File: src/hdl/ixp_pkg.sv
`default_nettype none

package ixp_pkg;

  typedef enum logic [2:0] {
    PH_HEADER,
    PH_FIXED,
    PH_NSHORT,
    PH_NLONG,
    PH_TERM,
    PH_SCAN,
    PH_PAD,
    PH_DONE
  } phase_t;

  localparam logic [1:0] KIND_FIELD  = 2'd0;
  localparam logic [1:0] KIND_NAME   = 2'd1;
  localparam logic [1:0] KIND_END    = 2'd2;
  localparam logic [1:0] KIND_STATUS = 2'd3;

  localparam logic [2:0] ST_OK          = 3'd0;
  localparam logic [2:0] ST_BAD_SIG     = 3'd1;
  localparam logic [2:0] ST_BAD_VERSION = 3'd2;
  localparam logic [2:0] ST_TRUNCATED   = 3'd3;
  localparam logic [2:0] ST_UNUSED      = 3'd4;
  localparam logic [2:0] ST_BAD_MODE    = 3'd5;
  localparam logic [2:0] ST_UNTERM      = 3'd6;

  localparam logic [31:0] SIGNATURE        = 32'h4449_5243;
  localparam logic [31:0] HDR_VERSION      = 32'd2;
  localparam logic [3:0]  HDR_VERSION_LAST = 4'd7;
  localparam logic [3:0]  HDR_SIG_LEN      = 4'd4;
  localparam logic [3:0]  HDR_LAST         = 4'd11;

  localparam logic [5:0] OFS_WORDS_END   = 6'd24;
  localparam logic [5:0] OFS_UNUSED_LAST = 6'd25;
  localparam logic [5:0] OFS_MODE_LAST   = 6'd27;
  localparam logic [5:0] OFS_IDS_START   = 6'd28;
  localparam logic [5:0] OFS_IDS_END     = 6'd60;
  localparam logic [5:0] FIXED_LAST      = 6'd61;

  localparam logic [3:0] FIELD_MODE  = 4'd6;
  localparam logic [3:0] FIELD_FLAGS = 4'd15;

  localparam logic [3:0] MODE_FILE   = 4'b1000;
  localparam logic [3:0] MODE_LINK   = 4'b1010;
  localparam logic [3:0] MODE_SUBMOD = 4'b1110;

  localparam logic [11:0] LONG_NAME = 12'hFFF;

  typedef struct packed {
    logic [7:0] byte_in;
    logic       end_of_file;
  } in_word_t;

  typedef struct packed {
    logic [1:0]  out_kind;
    logic [3:0]  field_index;
    logic [31:0] value;
    logic [3:0]  mode_class;
    logic [8:0]  perm_bits;
    logic        assume_valid;
    logic [1:0]  stage_num;
    logic [11:0] name_len;
    logic        extended_flag;
    logic [31:0] entry_number;
    logic [2:0]  status;
    logic        last_of_run;
  } out_word_t;

  typedef struct packed {
    phase_t      phase;
    logic [3:0]  header_offset;
    logic [5:0]  field_offset;
    logic [31:0] word_shift;
    logic [31:0] entries_expected;
    logic [31:0] entry_index;
    logic [11:0] name_remaining;
    logic [2:0]  entry_length_low;
    logic [2:0]  padding_left;
    logic [2:0]  pending_error;
  } state_t;

  function automatic logic [7:0] sig_byte(input logic [1:0] idx);
    logic [1:0] pos;
    pos = 2'd3 - idx;
    return SIGNATURE[{pos, 3'b000} +: 8];
  endfunction

endpackage

`default_nettype wire

File: src/hdl/ixp_step.sv
`default_nettype none

module ixp_step (
  input  wire ixp_pkg::state_t    st_i,
  input  wire ixp_pkg::in_word_t  in_i,
  output ixp_pkg::state_t         st_o,
  output ixp_pkg::out_word_t      res0_o,
  output ixp_pkg::out_word_t      res1_o,
  output logic [1:0]              n_res_o
);

  typedef enum logic [2:0] {
    SL_NONE,
    SL_WORD,
    SL_MODE,
    SL_FLAGS,
    SL_NAME,
    SL_END,
    SL_STAT,
    SL_STATN
  } slot_t;

  logic [7:0]  b;
  logic        eof;
  logic [31:0] ws;
  logic [2:0]  ell_inc;
  logic [2:0]  pad_init;
  logic [2:0]  pad_dec;
  logic [11:0] name_dec;
  logic [31:0] idx_inc;
  logic [5:0]  o;
  logic        mode_ok;
  logic        word_ofs;

  logic [2:0]  pe;
  logic [2:0]  code;
  logic        nd;
  logic        fin;
  slot_t       slot0;
  slot_t       slot1;

  assign b        = in_i.byte_in;
  assign eof      = in_i.end_of_file;
  assign ws       = {st_i.word_shift[23:0], b};
  assign ell_inc  = st_i.entry_length_low + 3'd1;
  assign pad_init = 3'd0 - ell_inc;
  assign pad_dec  = st_i.padding_left - 3'd1;
  assign name_dec = st_i.name_remaining - 12'd1;
  assign idx_inc  = st_i.entry_index + 32'd1;
  assign o        = st_i.field_offset;
  assign mode_ok  = (ws[15:12] == ixp_pkg::MODE_FILE) || (ws[15:12] == ixp_pkg::MODE_LINK) ||
                    (ws[15:12] == ixp_pkg::MODE_SUBMOD);
  assign word_ofs = (o[1:0] == 2'b11) &&
                    ((o < ixp_pkg::OFS_WORDS_END) ||
                     ((o >= ixp_pkg::OFS_IDS_START) && (o < ixp_pkg::OFS_IDS_END)));

  // next state and result selection
  always_comb begin
    st_o  = st_i;
    pe    = st_i.pending_error;
    code  = ixp_pkg::ST_OK;
    nd    = 1'b0;
    fin   = 1'b0;
    slot0 = SL_NONE;
    slot1 = SL_NONE;
    unique case (st_i.phase)
      ixp_pkg::PH_HEADER: begin
        st_o.word_shift    = ws;
        st_o.header_offset = st_i.header_offset + 4'd1;
        if ((st_i.header_offset < ixp_pkg::HDR_SIG_LEN) &&
            (b != ixp_pkg::sig_byte(st_i.header_offset[1:0]))) begin
          slot0 = SL_STAT;
          code  = ixp_pkg::ST_BAD_SIG;
          st_o.phase = ixp_pkg::PH_DONE;
        end else begin
          if ((st_i.header_offset == ixp_pkg::HDR_VERSION_LAST) &&
              (ws != ixp_pkg::HDR_VERSION)) begin
            pe = ixp_pkg::ST_BAD_VERSION;
          end
          st_o.pending_error = pe;
          if (st_i.header_offset >= ixp_pkg::HDR_LAST) begin
            if (pe != ixp_pkg::ST_OK) begin
              slot0 = SL_STAT;
              code  = pe;
              st_o.phase = ixp_pkg::PH_DONE;
            end else begin
              st_o.entries_expected = ws;
              if (ws == 32'd0) begin
                slot0 = SL_STAT;
                code  = ixp_pkg::ST_OK;
                st_o.phase = ixp_pkg::PH_DONE;
              end else if (eof) begin
                slot0 = SL_STAT;
                code  = ixp_pkg::ST_TRUNCATED;
                st_o.phase = ixp_pkg::PH_DONE;
              end else begin
                st_o.phase            = ixp_pkg::PH_FIXED;
                st_o.field_offset     = 6'd0;
                st_o.entry_length_low = 3'd0;
              end
            end
          end else if (eof) begin
            slot0 = SL_STAT;
            code  = ixp_pkg::ST_BAD_SIG;
            st_o.phase = ixp_pkg::PH_DONE;
          end
        end
      end
      ixp_pkg::PH_FIXED: begin
        st_o.word_shift       = ws;
        st_o.entry_length_low = ell_inc;
        if (word_ofs) begin
          slot0 = SL_WORD;
        end else if (o == ixp_pkg::OFS_UNUSED_LAST) begin
          if ((ws[15:0] != 16'd0) && (pe == ixp_pkg::ST_OK)) begin
            pe = ixp_pkg::ST_UNUSED;
          end
        end else if (o == ixp_pkg::OFS_MODE_LAST) begin
          slot0 = SL_MODE;
          if (!mode_ok && (pe == ixp_pkg::ST_OK)) begin
            pe = ixp_pkg::ST_BAD_MODE;
          end
        end
        st_o.pending_error = pe;
        if (o == ixp_pkg::FIXED_LAST) begin
          slot0 = SL_FLAGS;
          if (pe != ixp_pkg::ST_OK) begin
            slot1 = SL_STAT;
            code  = pe;
            st_o.phase = ixp_pkg::PH_DONE;
          end else if (eof) begin
            slot1 = SL_STAT;
            code  = ixp_pkg::ST_UNTERM;
            st_o.phase = ixp_pkg::PH_DONE;
          end else if (ws[11:0] == ixp_pkg::LONG_NAME) begin
            st_o.phase          = ixp_pkg::PH_NLONG;
            st_o.name_remaining = ixp_pkg::LONG_NAME;
          end else if (ws[11:0] == 12'd0) begin
            st_o.phase = ixp_pkg::PH_TERM;
          end else begin
            st_o.phase          = ixp_pkg::PH_NSHORT;
            st_o.name_remaining = ws[11:0];
          end
        end else if (eof) begin
          if (slot0 != SL_NONE) begin
            slot1 = SL_STAT;
          end else begin
            slot0 = SL_STAT;
          end
          code = ixp_pkg::ST_TRUNCATED;
          st_o.phase = ixp_pkg::PH_DONE;
        end else begin
          st_o.field_offset = o + 6'd1;
        end
      end
      ixp_pkg::PH_NSHORT, ixp_pkg::PH_NLONG: begin
        st_o.entry_length_low = ell_inc;
        st_o.name_remaining   = name_dec;
        slot0 = SL_NAME;
        if (eof) begin
          slot1 = SL_STAT;
          code  = ixp_pkg::ST_UNTERM;
          st_o.phase = ixp_pkg::PH_DONE;
        end else if (name_dec == 12'd0) begin
          st_o.phase = (st_i.phase == ixp_pkg::PH_NSHORT) ? ixp_pkg::PH_TERM : ixp_pkg::PH_SCAN;
        end
      end
      ixp_pkg::PH_TERM: begin
        st_o.entry_length_low = ell_inc;
        if (b != 8'd0) begin
          slot0 = SL_STAT;
          code  = ixp_pkg::ST_UNTERM;
          st_o.phase = ixp_pkg::PH_DONE;
        end else begin
          nd = 1'b1;
        end
      end
      ixp_pkg::PH_SCAN: begin
        st_o.entry_length_low = ell_inc;
        if (b == 8'd0) begin
          nd = 1'b1;
        end else begin
          slot0 = SL_NAME;
          if (eof) begin
            slot1 = SL_STAT;
            code  = ixp_pkg::ST_UNTERM;
            st_o.phase = ixp_pkg::PH_DONE;
          end
        end
      end
      ixp_pkg::PH_PAD: begin
        st_o.padding_left = pad_dec;
        if ((pad_dec == 3'd0) || eof) begin
          fin = 1'b1;
        end
      end
      ixp_pkg::PH_DONE: begin
      end
      default: begin
      end
    endcase

    if (nd) begin
      st_o.padding_left = pad_init;
      if ((pad_init == 3'd0) || eof) begin
        fin = 1'b1;
      end else begin
        st_o.phase = ixp_pkg::PH_PAD;
      end
    end

    if (fin) begin
      slot0 = SL_END;
      st_o.entry_index = idx_inc;
      if (idx_inc == st_i.entries_expected) begin
        slot1 = SL_STATN;
        code  = ixp_pkg::ST_OK;
        st_o.phase = ixp_pkg::PH_DONE;
      end else if (eof) begin
        slot1 = SL_STATN;
        code  = ixp_pkg::ST_TRUNCATED;
        st_o.phase = ixp_pkg::PH_DONE;
      end else begin
        st_o.phase            = ixp_pkg::PH_FIXED;
        st_o.field_offset     = 6'd0;
        st_o.entry_length_low = 3'd0;
        st_o.pending_error    = ixp_pkg::ST_OK;
      end
    end
  end

  function automatic ixp_pkg::out_word_t build_res(
    input slot_t       s,
    input logic [31:0] w,
    input logic [7:0]  nb,
    input logic [5:0]  ofs,
    input logic [2:0]  sc,
    input logic [31:0] idx,
    input logic [31:0] idx_next
  );
    ixp_pkg::out_word_t r;
    r = '0;
    r.entry_number = idx;
    unique case (s)
      SL_WORD: begin
        r.out_kind    = ixp_pkg::KIND_FIELD;
        r.field_index = ofs[5:2];
        r.value       = w;
      end
      SL_MODE: begin
        r.out_kind    = ixp_pkg::KIND_FIELD;
        r.field_index = ixp_pkg::FIELD_MODE;
        r.value       = {16'd0, w[15:0]};
        r.mode_class  = w[15:12];
        r.perm_bits   = w[8:0];
      end
      SL_FLAGS: begin
        r.out_kind      = ixp_pkg::KIND_FIELD;
        r.field_index   = ixp_pkg::FIELD_FLAGS;
        r.value         = {16'd0, w[15:0]};
        r.assume_valid  = w[15];
        r.extended_flag = w[14];
        r.stage_num     = w[13:12];
        r.name_len      = w[11:0];
      end
      SL_NAME: begin
        r.out_kind = ixp_pkg::KIND_NAME;
        r.value    = {24'd0, nb};
      end
      SL_END: begin
        r.out_kind = ixp_pkg::KIND_END;
      end
      SL_STAT: begin
        r.out_kind = ixp_pkg::KIND_STATUS;
        r.value    = idx;
        r.status   = sc;
      end
      SL_STATN: begin
        r.out_kind     = ixp_pkg::KIND_STATUS;
        r.value        = idx_next;
        r.entry_number = idx_next;
        r.status       = sc;
      end
      SL_NONE: begin
      end
      default: begin
      end
    endcase
    return r;
  endfunction

  // result words
  always_comb begin
    res0_o = build_res(slot0, ws, b, o, code, st_i.entry_index, idx_inc);
    res1_o = build_res(slot1, ws, b, o, code, st_i.entry_index, idx_inc);
    n_res_o = 2'd0;
    if (slot1 != SL_NONE) begin
      res1_o.last_of_run = 1'b1;
      n_res_o = 2'd2;
    end else if (slot0 != SL_NONE) begin
      res0_o.last_of_run = 1'b1;
      n_res_o = 2'd1;
    end
  end

endmodule

`default_nettype wire

File: src/hdl/index_v2_stream_parser.sv
// channel  direction  handshake              word type
// in       input      in_valid / in_stall    ixp_pkg::in_word_t
// out      output     out_valid / out_stall  ixp_pkg::out_word_t
//
// One byte per cycle while in_stall is low; a taken byte waits in the input register, and
// its results then enter the result queue, from which the first leaves while out_stall is low.
// A byte that yields two results holds the output for a second word; a four-word
// result queue absorbs it, and in_stall rises while the input register holds a
// byte and the queue has fewer than two free words.
// Reset is synchronous and clears the parse state and the queue at once.
`default_nettype none

module index_v2_stream_parser (
  input  wire                      clk,
  input  wire                      rst_n,
  input  wire                      in_valid,
  output logic                     in_stall,
  input  wire ixp_pkg::in_word_t   in_data,
  output logic                     out_valid,
  input  wire                      out_stall,
  output ixp_pkg::out_word_t       out_data
);

  logic               v_r;
  logic               v_nxt;
  ixp_pkg::in_word_t  d_r;
  ixp_pkg::state_t    st_r;
  ixp_pkg::state_t    st_nxt;
  ixp_pkg::state_t    st_step;
  ixp_pkg::out_word_t res0;
  ixp_pkg::out_word_t res1;
  logic [1:0]         n_res;

  ixp_pkg::out_word_t q_r [4];
  logic [1:0]         wr_ptr_r;
  logic [1:0]         wr_ptr_nxt;
  logic [1:0]         rd_ptr_r;
  logic [1:0]         rd_ptr_nxt;
  logic [2:0]         cnt_r;
  logic [2:0]         cnt_nxt;
  logic [1:0]         push_cnt;
  logic               pop;
  logic               adv;
  logic               in_take;

  ixp_step u_step (
    .st_i    (st_r),
    .in_i    (d_r),
    .st_o    (st_step),
    .res0_o  (res0),
    .res1_o  (res1),
    .n_res_o (n_res)
  );

  assign adv       = v_r && (cnt_r <= 3'd2);
  assign in_stall  = v_r && !adv;
  assign in_take   = in_valid && !in_stall;
  assign out_valid = (cnt_r != 3'd0);
  assign out_data  = q_r[rd_ptr_r];
  assign pop       = out_valid && !out_stall;
  assign push_cnt  = adv ? n_res : 2'd0;

  always_comb begin
    v_nxt      = in_take ? 1'b1 : (adv ? 1'b0 : v_r);
    st_nxt     = adv ? st_step : st_r;
    wr_ptr_nxt = wr_ptr_r + push_cnt;
    rd_ptr_nxt = rd_ptr_r + {1'b0, pop};
    cnt_nxt    = cnt_r + {1'b0, push_cnt} - {2'b00, pop};
  end

  always_ff @(posedge clk) begin
    if (!rst_n) begin
      v_r      <= 1'b0;
      st_r     <= '{phase: ixp_pkg::PH_HEADER, default: '0};
      wr_ptr_r <= 2'd0;
      rd_ptr_r <= 2'd0;
      cnt_r    <= 3'd0;
    end else begin
      v_r      <= v_nxt;
      st_r     <= st_nxt;
      wr_ptr_r <= wr_ptr_nxt;
      rd_ptr_r <= rd_ptr_nxt;
      cnt_r    <= cnt_nxt;
    end
  end

  always_ff @(posedge clk) begin
    if (in_take) begin
      d_r <= in_data;
    end
    if (push_cnt != 2'd0) begin
      q_r[wr_ptr_r] <= res0;
    end
    if (push_cnt == 2'd2) begin
      q_r[wr_ptr_r + 2'd1] <= res1;
    end
  end

endmodule

`default_nettype wire

File: config.mk
export PLATFORM = sky130hd
export DESIGN_NAME = index_v2_stream_parser
export DESIGN_NICKNAME = d
export VERILOG_FILES = /design/src/hdl/ixp_pkg.sv /design/src/hdl/ixp_step.sv /design/src/hdl/index_v2_stream_parser.sv
export SDC_FILE = /design/constraint.sdc
export NUM_CORES = 1
export LEC_CHECK = 0
export BUFFER_PORTS_ARGS = -buffer_cell sky130_fd_sc_hd__clkbuf_2
export CORE_AREA = 2 2 246 248
export DETAILED_ROUTE_END_ITERATION = 10
export DIE_AREA = 0 0 248 250
export PLACE_DENSITY = 0.72
export SLEW_MARGIN = 5
export SYNTH_ARGS = -nofsm -noshare
export SYNTH_HDL_FRONTEND = slang
export SYNTH_HIERARCHICAL = 1
export SYNTH_SLANG_ARGS = --single-unit
File: constraint.sdc
create_clock -name clk -period 12.7 [get_ports clk]
set_input_delay 3.175 -clock clk [delete_from_list [all_inputs] [get_ports clk]]
set_output_delay 3.175 -clock clk [all_outputs]
set_load 0.01 [all_outputs]
==> results.py <==
metrics = {
    "setup_path": {
        "endpoint_kind": "flop",
        "critPathKind": "flop to flop",
        "r2r-end": "q_r[0][1]$_DFFE_PP_",
        "worstPathArrival_ns": 8.49,
        "worstRegToRegCells": 16,
        "r2r_setup_slack_ns": 4.56,
        "r2r-start": "st_r[21]$_SDFFE_PN0N_",
        "startpoint_type": "flop",
        "required_ns": 13.05,
        "critPathMaxFanout": 56,
    },
    "clocking": {
        "clk_latency_ns": 0.63,
        "ctsHoldBuffers": 0,
        "clockRootBuffer": "clkbuf_16",
        "numCtsBuffers": 58,
        "cts_htree_levels": 2,
        "cts_tree": "yes",
        "clk_path_buf_depth": 3,
        "cts-resized-gates": 0,
        "post_cts_buffers": 0,
        "path_clk_slew_ns": 0.06,
        "clock-sinks": 551,
    },
    "detailed_routing": {
        "viasPerCell": 6.49,
        "highest_layer": "met4",
        "met1_length_mm": 39.1,
        "wl_met2_mm": 44.1,
        "wl_per_cell_um": 26.5,
        "drt-total-wl_mm": 91.9,
        "wl_met3_mm": 5.63,
        "ant_nets": 0,
        "drt_iter0_drc": 2311,
        "route.detailed.drc": 0,
        "via_count": 22500,
        "drt_pre_antenna_iters": 6,
    },
    "hold_path": {
        "min_to": "st_r[3]$_SDFFE_PN0N_",
        "min_path_type": "flop to flop",
        "holdPathStages": 2,
        "hold_start": "st_r[3]$_SDFFE_PN0N_",
    },
    "timing": {
        "fmax_mhz": 123,
        "tns_ns": 0,
        "setup_violations": 0,
        "grt_setup_unrepaired": "no",
        "slew_violations": 0,
        "tightest_slew_ns": 1.42,
        "period_needed_ns": 8.14,
        "relSlewSlack_pct": 5.34,
        "hold_viol": 0,
        "skew_ns": 0.0387,
        "min_period_over_period_pct": 64.1,
    },
    "finish": {
        "nFillCells": 4747,
        "diodes": 0,
        "area_delta_synth_final_pct": 8.26,
        "drive_above_1_share_pct": 32.1,
        "nNetsFinal": 2665,
    },
    "global_routing": {
        "antenna_found_initial": 0,
        "grt_max_degree": 102,
        "grt_usage_pct": 29.3,
        "grt_pass1_vias": 22500,
        "overflow": 0,
        "grt_pass1_wl_mm": 138,
    },
    "logic_synthesis": {
        "synth-warning-count": 6,
        "synth_area_mm2": 0.0320,
        "synth_area_per_cell_um2": 11.9,
        "syn-instance-count": 2686,
    },
    "place": {
        "hpwl_mm": 56.9,
        "portBuffers": 117,
        "place.gp.congestion": 0.937,
    },
    "run": {
        "cap_viol_max_count": 0,
    },
    "floorplan": {
        "coreArea_mm2": 0.0596,
        "die_h_um": 250,
        "die-width_um": 248,
        "dieArea_mm2": 0.0620,
        "num_rows": 90,
        "ios": 118,
        "initial_core_util_pct": 53.6,
    },
    "power_and_ir_drop": {
        "power_density_mw_per_mm2": 153,
        "p_leak_nw": 12.7,
        "ir_worst_vdd_uv": 168,
        "p_total_mw": 5.29,
    },
    "status": {
        "status": "complete, no violations",
    },
}
-- cell usage in the layout, fill, tap and decap left out, drive strengths merged, types with 33 or more instances in the layout --
cell type / instances
mux2: 475
edfxtp: 421
clkbuf: 202
o21ai: 193
a21oi: 166
nand3: 163
dfxtp: 130
nand2: 109
mux4: 103
nor2: 98
xnor2: 65
xor2: 44
buf: 41
a22o: 34
conb: 33
and2: 33
nor3: 33
-- through the flow --
step	worst slack (ns)	instances	utilization [%]	area, um^2	hold slack (ns)
final	4.56	3462	58.1	34600	0.494
after global routing	4.21	3462	58.1	34600	0.515
after CTS	4.73	3462	58.1	34600	0.495
after detailed placement	4.76	3353	54.8	32600	0.487
after global placement	5.01	3353	54.8	32600	0.480
after floorplan	1.38	2718	-	32100	0.451
-- metal layers --
layer	vias to the layer above	global-route usage, %
met5	-	0
met4	0	9.46
met3	163	3.76
met2	885	47.8
met1	11400	40.8
li1	9974	-
-- where the power goes --
part	total (mW)	internal [mW]	switching [mW]	leakage, nW
Clock	1.75	1.03	0.726	0.939
Combinational	1.35	0.534	0.813	6.81
Sequential	2.19	2.07	0.119	4.96
Total	5.29	3.63	1.66	12.7
-- flip-flops by register name, indices dropped and copies added, names as in the netlist --
name	count
wr_ptr_r	2
rd_ptr_r	2
v_r	1
d_r	9
cnt_r	3
q_r	412
st_r	122
-- cell type report --
| type | instances | area (um^2) | area share [%] |
|---|---|---|---|
| Timing Repair Buffer | 158 | 893 | 2.58 |
| Sequential cell | 551 | 15300 | 44.1 |
| Tap cell | 782 | 978 | 2.83 |
| Clock buffer | 85 | 1660 | 4.79 |
| Inverter | 32 | 121 | 0.351 |
| Multi-Input combinational cell | 1830 | 15400 | 44.5 |
| Clock inverter | 24 | 305 | 0.883 |
-- worst max-delay path, stage by stage (launching register included) --
cell	delay, ns
dfxtp_1	0.71
ha_1	0.50
inv_1	0.25
nor4_4	0.80
nand3_1	0.35
xnor2_1	0.27
nor4_1	0.09
nand4_1	0.19
o31ai_4	0.09
buf_4	0.26
nor2_1	0.75
inv_2	0.30
a21oi_1	0.64
nand2b_1	0.33
or4_4	0.87
buf_4	0.94
mux2_2	0.43
-- how the worst max path moves through the flow --
| stage | startpoint | end | slack (ns) | cells past startpoint |
|---|---|---|---|---|
| after global routing | st_r[21]$_SDFFE_PN0N_ | q_r[0][1]$_DFFE_PP_ | 4.21 | 16 |
| after global placement | st_r[21]$_SDFFE_PN0N_ | q_r[0][102]$_DFFE_PP_ | 5.01 | 16 |
| after floorplan | d_r[1]$_DFFE_PP_ | q_r[1][0]$_DFFE_PP_ | 1.38 | 12 |
| after CTS | st_r[21]$_SDFFE_PN0N_ | q_r[0][1]$_DFFE_PP_ | 4.73 | 16 |
| final | st_r[21]$_SDFFE_PN0N_ | q_r[0][1]$_DFFE_PP_ | 4.56 | 16 |
| after detailed placement | st_r[21]$_SDFFE_PN0N_ | q_r[0][1]$_DFFE_PP_ | 4.76 | 16 |
Power figures use the tool's default switching activity.
